<file path="config.mk">
export PLATFORM = sky130hd
export DESIGN_NAME = spaces_to_tabs_converter_unit
export DESIGN_NICKNAME = d
export VERILOG_FILES = /design/src/rtl/stc_pkg.sv /design/src/rtl/stc_regs.sv /design/src/rtl/stc_datapath.sv /design/src/rtl/stc_ctrl.sv /design/src/rtl/spaces_to_tabs_converter_unit.sv
export SDC_FILE = /design/constraint.sdc
export NUM_CORES = 1
export LEC_CHECK = 0
export BUFFER_PORTS_ARGS = -buffer_cell sky130_fd_sc_hd__buf_4
export CORE_MARGIN = 1.5
export CORE_UTILIZATION = 50
export CTS_CLUSTER_SIZE = 30
export DETAILED_ROUTE_END_ITERATION = 12
export PLACE_DENSITY_LB_ADDON = 0.12
export RECOVER_POWER = 50
export SYNTH_ARGS = -nofsm -noshare
export SYNTH_HDL_FRONTEND = slang
export SYNTH_SLANG_ARGS = --single-unit
</file>
<file path="constraint.sdc">
create_clock -name clk -period 3.2 [get_ports clk]
set_input_delay 0.64 -clock clk [delete_from_list [all_inputs] [get_ports clk]]
set_output_delay 0.64 -clock clk [all_outputs]
set_load 0.02 [all_outputs]
</file>
<file path="src/rtl/stc_pkg.sv">
// ----------------------------------------------------------------------------
// stc_pkg - spaces to tabs converter shared definitions
// Character codes, register map, controller states and the command and
// status bundles between controller and datapath.
// ----------------------------------------------------------------------------
package stc_pkg;

  localparam logic [7:0] CH_SPACE   = 8'd32;
  localparam logic [7:0] CH_TAB     = 8'd9;
  localparam logic [7:0] CH_NEWLINE = 8'd10;

  localparam logic [6:0] DEFAULT_TAB = 7'd8;
  localparam logic [6:0] MAX_TAB     = 7'd64;

  localparam int ADDR_W = 3;

  localparam logic REG_TAB_WIDTH = 1'b0;
  localparam logic REG_CONVERT   = 1'b1;

  typedef enum logic [1:0] {
    S_IDLE,
    S_FLUSH,
    S_FINAL
  } state_t;

  typedef enum logic [1:0] {
    SEL_DIRECT,
    SEL_SPACE,
    SEL_PENDING
  } out_sel_t;

  typedef struct packed {
    logic       tab_width_zero;
    logic [6:0] tab_width;
    logic       convert_all_blanks;
  } cfg_t;

  typedef struct packed {
    logic     take;
    logic     out_load;
    out_sel_t out_sel;
    logic     out_last;
    logic     dec_held;
  } ctrl_cmd_t;

  typedef struct packed {
    logic slot_free;
    logic needs_flush;
    logic has_final;
    logic held_one;
    logic held_zero;
    logic pend_final;
  } dp_status_t;

endpackage

</file>
<file path="src/rtl/stc_regs.sv">
// ----------------------------------------------------------------------------
// stc_regs - configuration registers
// APB-style register file holding the tab width and the conversion mode.
// ----------------------------------------------------------------------------
module stc_regs
  import stc_pkg::*;
(
  input  logic              clk,
  input  logic              rst,
  input  logic              psel,
  input  logic              penable,
  input  logic              pwrite,
  input  logic [ADDR_W-1:0] paddr,
  input  logic [31:0]       pwdata,
  output logic [31:0]       prdata,
  output logic              pready,
  output cfg_t              cfg
);

  logic [6:0] tab_width;
  logic       convert_all_blanks;
  logic       wr_en;

  assign wr_en  = psel && penable && pwrite;
  assign pready = 1'b1;

  always_ff @(posedge clk) begin
    if (rst) begin
      tab_width          <= DEFAULT_TAB;
      convert_all_blanks <= 1'b0;
    end else if (wr_en) begin
      case (paddr[2])
        REG_TAB_WIDTH: tab_width          <= pwdata[6:0];
        REG_CONVERT:   convert_all_blanks <= pwdata[0];
        default:       tab_width          <= tab_width;
      endcase
    end
  end

  always_comb begin
    case (paddr[2])
      REG_TAB_WIDTH: prdata = {25'd0, tab_width};
      REG_CONVERT:   prdata = {31'd0, convert_all_blanks};
      default:       prdata = 32'd0;
    endcase
  end

  assign cfg.tab_width_zero     = (tab_width == 7'd0);
  assign cfg.tab_width          = tab_width;
  assign cfg.convert_all_blanks = convert_all_blanks;

endmodule

</file>
<file path="src/rtl/stc_datapath.sv">
// ----------------------------------------------------------------------------
// stc_datapath - converter datapath
// Line position, held space count, leading flag, pending byte and the
// output register.
// ----------------------------------------------------------------------------
module stc_datapath
  import stc_pkg::*;
(
  input  logic       clk,
  input  logic       rst,
  input  cfg_t       cfg,
  input  logic [7:0] in_char,
  input  logic       end_of_stream,
  output logic       out_valid,
  input  logic       out_ready,
  output logic [7:0] out_char,
  output logic       last_of_run,
  input  ctrl_cmd_t  cmd,
  output dp_status_t sts
);

  logic [5:0] stop_position;
  logic [5:0] held_spaces;
  logic       past_leading;
  logic [7:0] pend_char;
  logic       pend_final;

  logic [6:0] eff_width;
  logic [6:0] next_pos;
  logic       reach;
  logic       conv_space;
  logic       has_final;
  logic [7:0] final_char;
  logic [7:0] out_char_next;

  always_comb begin
    if (cfg.tab_width_zero) begin
      eff_width = DEFAULT_TAB;
    end else if (cfg.tab_width > MAX_TAB) begin
      eff_width = MAX_TAB;
    end else begin
      eff_width = cfg.tab_width;
    end
  end

  assign next_pos   = {1'b0, stop_position} + 7'd1;
  assign reach      = (next_pos >= eff_width);
  assign conv_space = !end_of_stream && (in_char == CH_SPACE) &&
                      (cfg.convert_all_blanks || !past_leading);
  assign has_final  = conv_space ? reach : !end_of_stream;
  assign final_char = conv_space ? CH_TAB : in_char;

  assign sts.slot_free   = !out_valid || out_ready;
  assign sts.needs_flush = !conv_space && (held_spaces != 6'd0);
  assign sts.has_final   = has_final;
  assign sts.held_one    = (held_spaces == 6'd1);
  assign sts.held_zero   = (held_spaces == 6'd0);
  assign sts.pend_final  = pend_final;

  always_ff @(posedge clk) begin
    if (rst) begin
      stop_position <= 6'd0;
      held_spaces   <= 6'd0;
      past_leading  <= 1'b0;
      pend_final    <= 1'b0;
    end else if (cmd.take) begin
      pend_final <= has_final;
      if (end_of_stream) begin
        stop_position <= 6'd0;
        past_leading  <= 1'b0;
      end else if (conv_space) begin
        held_spaces   <= reach ? 6'd0 : held_spaces + 6'd1;
        stop_position <= reach ? 6'd0 : next_pos[5:0];
      end else if (in_char == CH_NEWLINE) begin
        stop_position <= 6'd0;
        past_leading  <= 1'b0;
      end else if (in_char == CH_TAB) begin
        stop_position <= 6'd0;
      end else begin
        stop_position <= reach ? 6'd0 : next_pos[5:0];
        if (in_char != CH_SPACE) begin
          past_leading <= 1'b1;
        end
      end
    end else if (cmd.dec_held) begin
      held_spaces <= held_spaces - 6'd1;
    end
  end

  always_ff @(posedge clk) begin
    if (cmd.take) begin
      pend_char <= in_char;
    end
  end

  always_comb begin
    case (cmd.out_sel)
      SEL_DIRECT:  out_char_next = final_char;
      SEL_SPACE:   out_char_next = CH_SPACE;
      SEL_PENDING: out_char_next = pend_char;
      default:     out_char_next = CH_SPACE;
    endcase
  end

  always_ff @(posedge clk) begin
    if (rst) begin
      out_valid <= 1'b0;
    end else if (cmd.out_load) begin
      out_valid <= 1'b1;
    end else if (out_ready) begin
      out_valid <= 1'b0;
    end
  end

  always_ff @(posedge clk) begin
    if (cmd.out_load) begin
      out_char    <= out_char_next;
      last_of_run <= cmd.out_last;
    end
  end

endmodule

</file>
<file path="src/rtl/stc_ctrl.sv">
// ----------------------------------------------------------------------------
// stc_ctrl - converter controller
// Accepts requests, sequences held space release and the final byte.
// ----------------------------------------------------------------------------
module stc_ctrl
  import stc_pkg::*;
(
  input  logic       clk,
  input  logic       rst,
  input  logic       in_valid,
  output logic       in_ready,
  input  dp_status_t sts,
  output ctrl_cmd_t  cmd
);

  state_t state;
  state_t state_next;

  always_ff @(posedge clk) begin
    if (rst) begin
      state <= S_IDLE;
    end else begin
      state <= state_next;
    end
  end

  always_comb begin
    state_next = state;
    case (state)
      S_IDLE: begin
        if (in_valid && sts.slot_free && sts.needs_flush) begin
          state_next = S_FLUSH;
        end
      end
      S_FLUSH: begin
        if (sts.slot_free && sts.held_one) begin
          state_next = sts.pend_final ? S_FINAL : S_IDLE;
        end
      end
      S_FINAL: begin
        if (sts.slot_free) begin
          state_next = S_IDLE;
        end
      end
      default: state_next = S_IDLE;
    endcase
  end

  always_comb begin
    in_ready     = 1'b0;
    cmd.take     = 1'b0;
    cmd.out_load = 1'b0;
    cmd.out_sel  = SEL_DIRECT;
    cmd.out_last = 1'b1;
    cmd.dec_held = 1'b0;
    case (state)
      S_IDLE: begin
        in_ready = sts.slot_free;
        cmd.take = in_valid && sts.slot_free;
        if (in_valid && sts.slot_free && !sts.needs_flush && sts.has_final) begin
          cmd.out_load = 1'b1;
        end
      end
      S_FLUSH: begin
        cmd.out_sel = SEL_SPACE;
        if (sts.slot_free) begin
          cmd.out_load = 1'b1;
          cmd.out_last = sts.held_one && !sts.pend_final;
          cmd.dec_held = 1'b1;
        end
      end
      S_FINAL: begin
        cmd.out_sel  = SEL_PENDING;
        cmd.out_load = sts.slot_free;
      end
      default: begin
        in_ready = 1'b0;
      end
    endcase
  end

`ifndef SYNTH
  a_flush_has_spaces: assert property (@(posedge clk) disable iff (rst)
    (state == S_FLUSH) |-> !sts.held_zero)
    else $error("release in progress with no held spaces");

  a_load_into_free_slot: assert property (@(posedge clk) disable iff (rst)
    cmd.out_load |-> sts.slot_free)
    else $error("output register overwritten before delivery");

  a_flush_follows_take: assert property (@(posedge clk) disable iff (rst)
    (cmd.take && sts.needs_flush) |=> (state == S_FLUSH))
    else $error("held spaces not released after request");

  a_final_needs_byte: assert property (@(posedge clk) disable iff (rst)
    (state == S_FINAL) |-> sts.pend_final)
    else $error("final byte stage entered without a pending byte");
`endif

endmodule

</file>
<file path="src/rtl/spaces_to_tabs_converter_unit.sv">
// ----------------------------------------------------------------------------
// spaces_to_tabs_converter_unit - spaces to tabs converter top level
// Timing: a result appears in the cycle after its request is accepted; a
//   request that releases held spaces gives them through S_FLUSH and its byte through S_FINAL.
// Throughput: one request per cycle while no held spaces are released and
//   the output is not stalled; no request is taken while held spaces are
//   released, one result per cycle through the output register when not stalled.
// Reset: synchronous; clears position, held count and leading flag, sets
//   tab width to 8 and leading-only conversion.
// ----------------------------------------------------------------------------
module spaces_to_tabs_converter_unit
  import stc_pkg::*;
(
  input  logic              clk,
  input  logic              rst,
  input  logic              psel,
  input  logic              penable,
  input  logic              pwrite,
  input  logic [ADDR_W-1:0] paddr,
  input  logic [31:0]       pwdata,
  output logic [31:0]       prdata,
  output logic              pready,
  input  logic              in_valid,
  output logic              in_ready,
  input  logic [7:0]        in_char,
  input  logic              end_of_stream,
  output logic              out_valid,
  input  logic              out_ready,
  output logic [7:0]        out_char,
  output logic              last_of_run
);

  cfg_t       cfg;
  ctrl_cmd_t  cmd;
  dp_status_t sts;

  stc_regs u_regs (
    .clk     (clk),
    .rst     (rst),
    .psel    (psel),
    .penable (penable),
    .pwrite  (pwrite),
    .paddr   (paddr),
    .pwdata  (pwdata),
    .prdata  (prdata),
    .pready  (pready),
    .cfg     (cfg)
  );

  stc_ctrl u_ctrl (
    .clk      (clk),
    .rst      (rst),
    .in_valid (in_valid),
    .in_ready (in_ready),
    .sts      (sts),
    .cmd      (cmd)
  );

  stc_datapath u_dp (
    .clk           (clk),
    .rst           (rst),
    .cfg           (cfg),
    .in_char       (in_char),
    .end_of_stream (end_of_stream),
    .out_valid     (out_valid),
    .out_ready     (out_ready),
    .out_char      (out_char),
    .last_of_run   (last_of_run),
    .cmd           (cmd),
    .sts           (sts)
  );

endmodule

</file>
==> reports/results.tsv, run 1 <==
metric	value	unit
status	complete, no violations	
required time of the critical path	3.17	ns
crit path time final	2.88	ns
max incr delay on CP	0.52	ns
Die W	74.5	um
Final HPWL DP	3750	um
Routed wire per std cell	12.8	um
sw frac	0.296	
WP buf/inv	0	
initial antenna violation count	0	
Cell Pwr Density	461	mW/mm^2
Critical Path AT	2.85	ns
first-pass GRT wire length	8060	um
vias per inst	5.22	
post-synth top area cell	edfxtp_1	
n_diodes	0	
I/O Buffers	41	
CP Cell Sequence	or4_1 -> nor2_1 -> o21ai_0 -> ha_1 -> nand2_1 -> nor3_1 -> a21oi_1 -> a2111oi_2 -> o21ba_1	
first-pass iteration count of the detailed router	4	
hold depth	2	
Switch Pwr	0.388	mW
sequential fraction of the synthesis area	0.396	
grt ovf	0	
hold-fix buffer count after cts	0	
fraction of layout instances using a drive strength above 1	0.115	
Primary FF master, synth	dfxtp_1	
Rows	25	
Max Slew Vio Count	0	
H-tree depth	2	
Worst-Margin Slew	0.740	ns
most frequent cells in the layout	nor2_1 (27), conb_1 (26), clkbuf_1 (25), dfxtp_1 (25), nand2_1 (23)	
max_slew headroom	0.505	
DP Cell Count	382	
Pleak	1.12	nW
gpl congestion	0.793	
vias in the first global route	1762	
Layout area overhead	11.5	%
Die ar.	0.00554	mm^2
CP max-delay cell	or4_1	
ys async rst share	0	
nets@finish	389	
synthesized instance count	281	
FMAX	0.347	GHz
Worst-Skew Late Latency	0.30	ns
critical path class	reg2reg	
Crit path max-delay family	compound AO/OA/AOI/OAI gates	
Clock power frac	0.324	
Die Span Y	74.5	um
Avg Cell Area, Syn	9.08	um^2
core region area	0.00482	mm^2
final hold vios	0	
DR vias	2034	
startpoint types	register	
drc violations	0	
total of max-cap violations	0	
Post-synth EDFFs	17	
count of unique library cells instantiated by Yosys	50	
clk sinks	42	
Synth area leaders	edfxtp_1 (20%), dfxtp_1 (20%), ha_1 (7.8%)	
Setup Buffers After CTS	0	
CTS tree	yes	
yosys warns	0	
TritonCTS Buffers	5	
largest net degree at the start of global routing	22	
Clock Skew	0.00833	ns
most common cell after layout, fill and taps aside	nor2_1	
critical path depth	9	
R2R setup slack	0.32	ns
Int Pwr	0.924	mW
Non-Filler Instances	390	
overall routing resource usage	0.189	
CP max FO	9	
sequential share of power	0.476	
Final Cycle Share	0.901	
worst vdd ir	0.000211	V
mapped cell area	0.00255	mm^2
register bit count reported by yosys	42	
share of the synthesized area in the top cell type	0.200	
initial DRC count	120	
WHS	0.474	ns
Post-CTS Resized	0	
RSZ-0062 raised after global routing	no	
CTS root buffer	clkbuf_8	
starting density of the core	0.530	
Worst-path clk slew	0.08	ns
Tightest Hold Check Type	reg2reg	
routed wire length	5000	um
Routed Antenna Nets	0	
Sum Neg Setup Slack	0	ns
R2R depth	9	
# IOs	95	
Setup crit end kind	register	
final setup fails	0	
clock tree buffer depth	2	
combinational power share	0.200	
-- area by class of cell --
class	count	area, um^2
clock buffer	5	68.8
clock inverter	3	43.8
fill	489	1970
inverter	14	52.6
multi-input combinational	214	1340
sequential	42	1010
tap	67	83.8
timing repair buffer	45	244
-- path summary, 6_finish.rpt --
kind                        from          endpoint
min reg2reg      u_dp.pend_final   u_dp.pend_final
max reg2reg  u_regs.tab_width[1]  u_dp.out_char[7]
max          u_regs.tab_width[1]  u_dp.out_char[7]
min              u_dp.pend_final   u_dp.pend_final
-- power by group through the flow --
| stage | registers, mW | clock network, mW | logic [mW] |
|---|---|---|---|
| 5_1_grt | 0.630 | 0.454 | 0.291 |
| 4_1_cts | 0.625 | 0.431 | 0.282 |
| 6_report | 0.625 | 0.425 | 0.262 |
| 3_3_place_gp | 0.636 | 0 | 0.277 |
| 2_1_floorplan | 0.657 | 0 | 0.188 |
| 3_5_place_dp | 0.637 | 0 | 0.281 |
-- registers in the layout, summed over array words and instances, names as in the netlist --
name,flops
u_dp.last_of_run,1
u_dp.held_spaces,6
u_regs.convert_all_blanks,1
u_dp.pend_char,8
u_dp.out_valid,1
u_dp.pend_final,1
u_ctrl.state,2
u_dp.out_char,8
u_dp.stop_position,6
u_regs.tab_width,7
u_dp.past_leading,1
-- metal layers --
metal	share of wire	global-route usage	up-vias	wire, um
li1	-	-	1026	-
met1	0.46	0.247	927	2330
met2	0.48	0.314	77	2380
met3	0.055	0.0393	4	273
met4	0.0052	0.0566	0	26
met5	0	0	-	0
-- cell families after synthesis --
family,synth area share
mux,0.0436
fa+ha+maj,0.0784
other cells,0.00294
compound gates,0.156
flops,0.396
xor+xnor,0.0206
buf+inv,0.113
simple gates,0.189
-- tightest hold or removal path: stages (launching register included) --
cell	delay, ns
dfxtp_1	0.33
nand2_1	0.05
a21oi_1	0.05
-- per-stage QoR --
step	utilization	instance area (um^2)	power (mW)	setup slack (ns)
finish	0.591	2850	1.31	0.318
global placement	0.587	2830	0.913	0.256
global route	0.591	2850	1.37	0.0846
detailed placement	0.587	2830	0.918	0.247
CTS	0.610	2940	1.34	0.292
floorplan	-	2640	0.845	0.549
-- cells in the mapped netlist, types with 2 or more instances --
cell type and count:
nor2_1 27, buf_4 26, dfxtp_1 25, nand2_1 23, a21oi_1 21, edfxtp_1 17, ha_1 16, nand3_1 15
inv_1 12, o21ai_0 11, mux2i_1 10, clkbuf_1 7, nor2b_1 7, a22oi_1 6, nand4_1 6, nor3_1 4
a211oi_1 3, xnor2_1 3, xor2_1 3, a311oi_1 2, and3_1 2, conb_1 2, nand2b_1 2, nand3b_1 2
nor4_1 2, o211ai_1 2, o22ai_1 2
Note: power is estimated with default switching activity, not from simulation.
==> run 2: changes to the inputs <==
ABC_AREA = 1   (was unset)
CORE_UTILIZATION = 54   (was 50)
clock period = 3.65 ns   (was 3.2 ns; I/O delays follow)
==> run 2 against run 1 <==
Compared with the run above:
- die area down 5.3%
- via count up 7.7%
- global-route usage up 1.1 points
- synthesized cell count up 21%
- utilization up 2.1 points
- largest power group unchanged
- sequential share of layout area down 0.31 points
- non-clock buffer count down 4
==> reports/results.tsv, run 2 <==
metric	value	unit
reg2reg end	u_dp.out_char[5]	
R2R setup slack	0.99	ns
fraction of layout instances using a drive strength above 1	0.113	
R2R depth	15	
I/O Buffers	41	
Pleak	1.30	nW
Post-CTS Resized	0	
final setup fails	0	
vias per inst	5.05	
Multi-input gate area	0.00128	mm^2
sw frac	0.393	
Post-synth EDFFs	17	
worst vdd ir	0.000303	V
Cell Pwr Density	598	mW/mm^2
uppermost layer routed	met4	
WHS Endpoint	u_regs.tab_width[2]	
core region area	0.00469	mm^2
combinational power share	0.383	
CP Cell Sequence	ha_1 -> nand3_1 -> xor2_1 -> inv_1 -> ha_1 -> nand2_1 -> a21oi_1 -> nor2_1 -> nand2_1 -> nand2_1 -> nand2_1 -> nand2_1 -> nand2_1 -> nand2_1 -> inv_1	
Routed Antenna Nets	0	
DR vias	2190	
Routed wire per std cell	11.5	um
most common cell after layout, fill and taps aside	nand2_1	
Final HPWL DP	3740	um
hold depth	2	
Final Cycle Share	0.728	
clock tree buffer depth	2	
max_slew headroom	0.584	
CTS root buffer	clkbuf_8	
Top cell by count, worst path	nand2_1	
mapped cell area	0.00260	mm^2
Int Pwr	1.04	mW
overall routing resource usage	0.200	
startpoint types	register	
count leader, synth	nand2_1	
CP max FO	9	
n_diodes	0	
Die ar.	0.00525	mm^2
Layout area overhead	10.2	%
Min-Delay Startpoint	u_regs.tab_width[2]	
Switch Pwr	0.675	mW
simple-gate share of the synthesized area	0.226	
Synth area leaders	edfxtp_1 (20%), dfxtp_1 (19%), nand2_1 (9.1%)	
drc violations	0	
Synth Area in XOR/XNOR	0.0168	
Worst-Skew Late Latency	0.30	ns
initial antenna violation count	0	
initial DRC count	115	
Critical R2R Launch	u_dp.stop_position[0]	
FILL cells	464	
routed wire length	4980	um
post-synthesis adder-cell area fraction	0.0768	
starting density of the core	0.555	
Setup Buffers After CTS	0	
met2 routed WL	2530	um
Setup crit end kind	register	
CTS tree	yes	
Worst-path clk slew	0.08	ns
synthesized instance count	340	
Tightest Hold Check Type	reg2reg	
Die Span Y	72.5	um
Sum Neg Setup Slack	0	ns
max incr delay on CP	0.39	ns
multiplexer share of the synthesized area	0	
clk sinks	42	
grt ovf	0	
CP max-delay cell	dfxtp_1	
Compound-Gate Fraction of Synth Area	0.138	
Max Slew Vio Count	0	
post-synth top area cell	edfxtp_1	
ys async rst share	0	
register bit count reported by yosys	42	
RSZ-0062 raised after global routing	no	
vias in the first global route	1925	
WL met3	182	um
yosys warns	0	
critical path class	reg2reg	
Critical Path AT	2.61	ns
TritonCTS Buffers	5	
Die W	72.5	um
first-pass iteration count of the detailed router	4	
largest registers	u_dp.out_char x8, u_dp.pend_char x8, u_regs.tab_width x7	
count of unique library cells instantiated by Yosys	36	
required time of the critical path	3.60	ns
Primary FF master, synth	dfxtp_1	
sequential fraction of the synthesis area	0.388	
Clock power frac	0.211	
largest net degree at the start of global routing	20	
Rows	25	
top cells by count, synth	nand2_1 (63), inv_1 (41), a21oi_1 (31)	
Met1 Wirelength	2230	um
gpl congestion	0.857	
sequential share of power	0.406	
FMAX	0.376	GHz
nets@finish	446	
first-pass GRT wire length	8280	um
share of the synthesized area in the top cell type	0.196	
H-tree depth	2	
hold-fix buffer count after cts	0	
status	complete, no violations	
most frequent cells in the layout	nand2_1 (64), inv_1 (42), a21oi_1 (31), nor2_1 (30), conb_1 (26)	
sequential cell area	0.00101	mm^2
main combinational cell family by area after synthesis	simple AND/OR/NAND/NOR gates	
final hold vios	0	
Worst-Margin Slew	0.622	ns
crit path time final	2.66	ns
Total Power	1.72	mW
Avg Cell Area, Syn	7.66	um^2
# IOs	95	
Clock Skew	0.00750	ns
total of max-cap violations	0	
-- run 2: cell count changes after synthesis, sizes merged, moves of 5 or more --
cell	delta
nand2	+42
nor2	+10
a22oi	-5
nor2b	-7
a21oi	+11
mux2i	-10
o21ai	+16
inv	+31
-- run 2: how the worst max path moves through the flow --
stage	start	endpoint	slack [ns]	depth (start not counted)
finish	u_dp.stop_position[0]	u_dp.out_char[5]	0.99	15
global route	u_dp.stop_position[0]	u_dp.out_char[5]	0.72	15
CTS	u_dp.stop_position[0]	u_dp.out_char[5]	0.98	15
detailed placement	u_dp.stop_position[0]	u_dp.out_char[0]	0.99	15
global placement	u_dp.stop_position[0]	u_dp.out_char[0]	1.00	15
floorplan	u_dp.stop_position[0]	u_dp.last_of_run	1.38	15
-- run 2: metal layers --
metal,up-vias,track usage
met2,43,0.356
met4,0,0.0482
met1,1019,0.247
li1,1123,-
met3,5,0.0417
met5,-,0
-- run 2: stage by stage --
| step | cell area (um^2) | std cells | worst slack, ns | util | hold WS, ns |
|---|---|---|---|---|---|
| finish | 2870 | 434 | 0.992 | 0.612 | 0.496 |
| global route | 2870 | 434 | 0.721 | 0.612 | 0.526 |
| CTS | 2960 | 434 | 0.984 | 0.630 | 0.491 |
| detailed placement | 2850 | 426 | 0.990 | 0.607 | 0.479 |
| global placement | 2850 | 426 | 1.00 | 0.607 | 0.474 |
| floorplan | 2700 | 364 | 1.38 | - | 0.438 |
-- run 2: area by class of cell --
class                      instances  area share
tap                               54      0.0235
clock inverter                     3      0.0139
clock buffer                       5      0.0240
timing repair buffer              41      0.0824
multi-input combinational        244       0.445
inverter                          45      0.0588
sequential                        42       0.352
-- run 2: cells by family after synthesis --
family,Yosys count
adder cells (fa/ha/maj),16
buffers and inverters,78
flip-flops,42
AND/OR/NAND/NOR,131
other,2
AO/OA/AOI/OAI,66
XOR/XNOR,5
-- run 2: worst max-delay path, delay by kind of cell, from the launching register on --
kind / cells / cell delay, ns
AO/OA/AOI/OAI: 1 / 0.11
flip-flops: 1 / 0.39
adder cells (fa/ha/maj): 2 / 0.50
buffers and inverters: 2 / 0.37
AND/OR/NAND/NOR: 9 / 0.75
XOR/XNOR: 1 / 0.19
-- run 2: power groups by stage --
stage | sequential, mW | combinational (mW) | clock, mW
floorplan | 0.771 | 0.451 | 0
global placement | 0.707 | 0.701 | 0
detailed placement | 0.708 | 0.711 | 0
CTS | 0.699 | 0.715 | 0.369
global route | 0.711 | 0.750 | 0.386
finish | 0.697 | 0.657 | 0.363
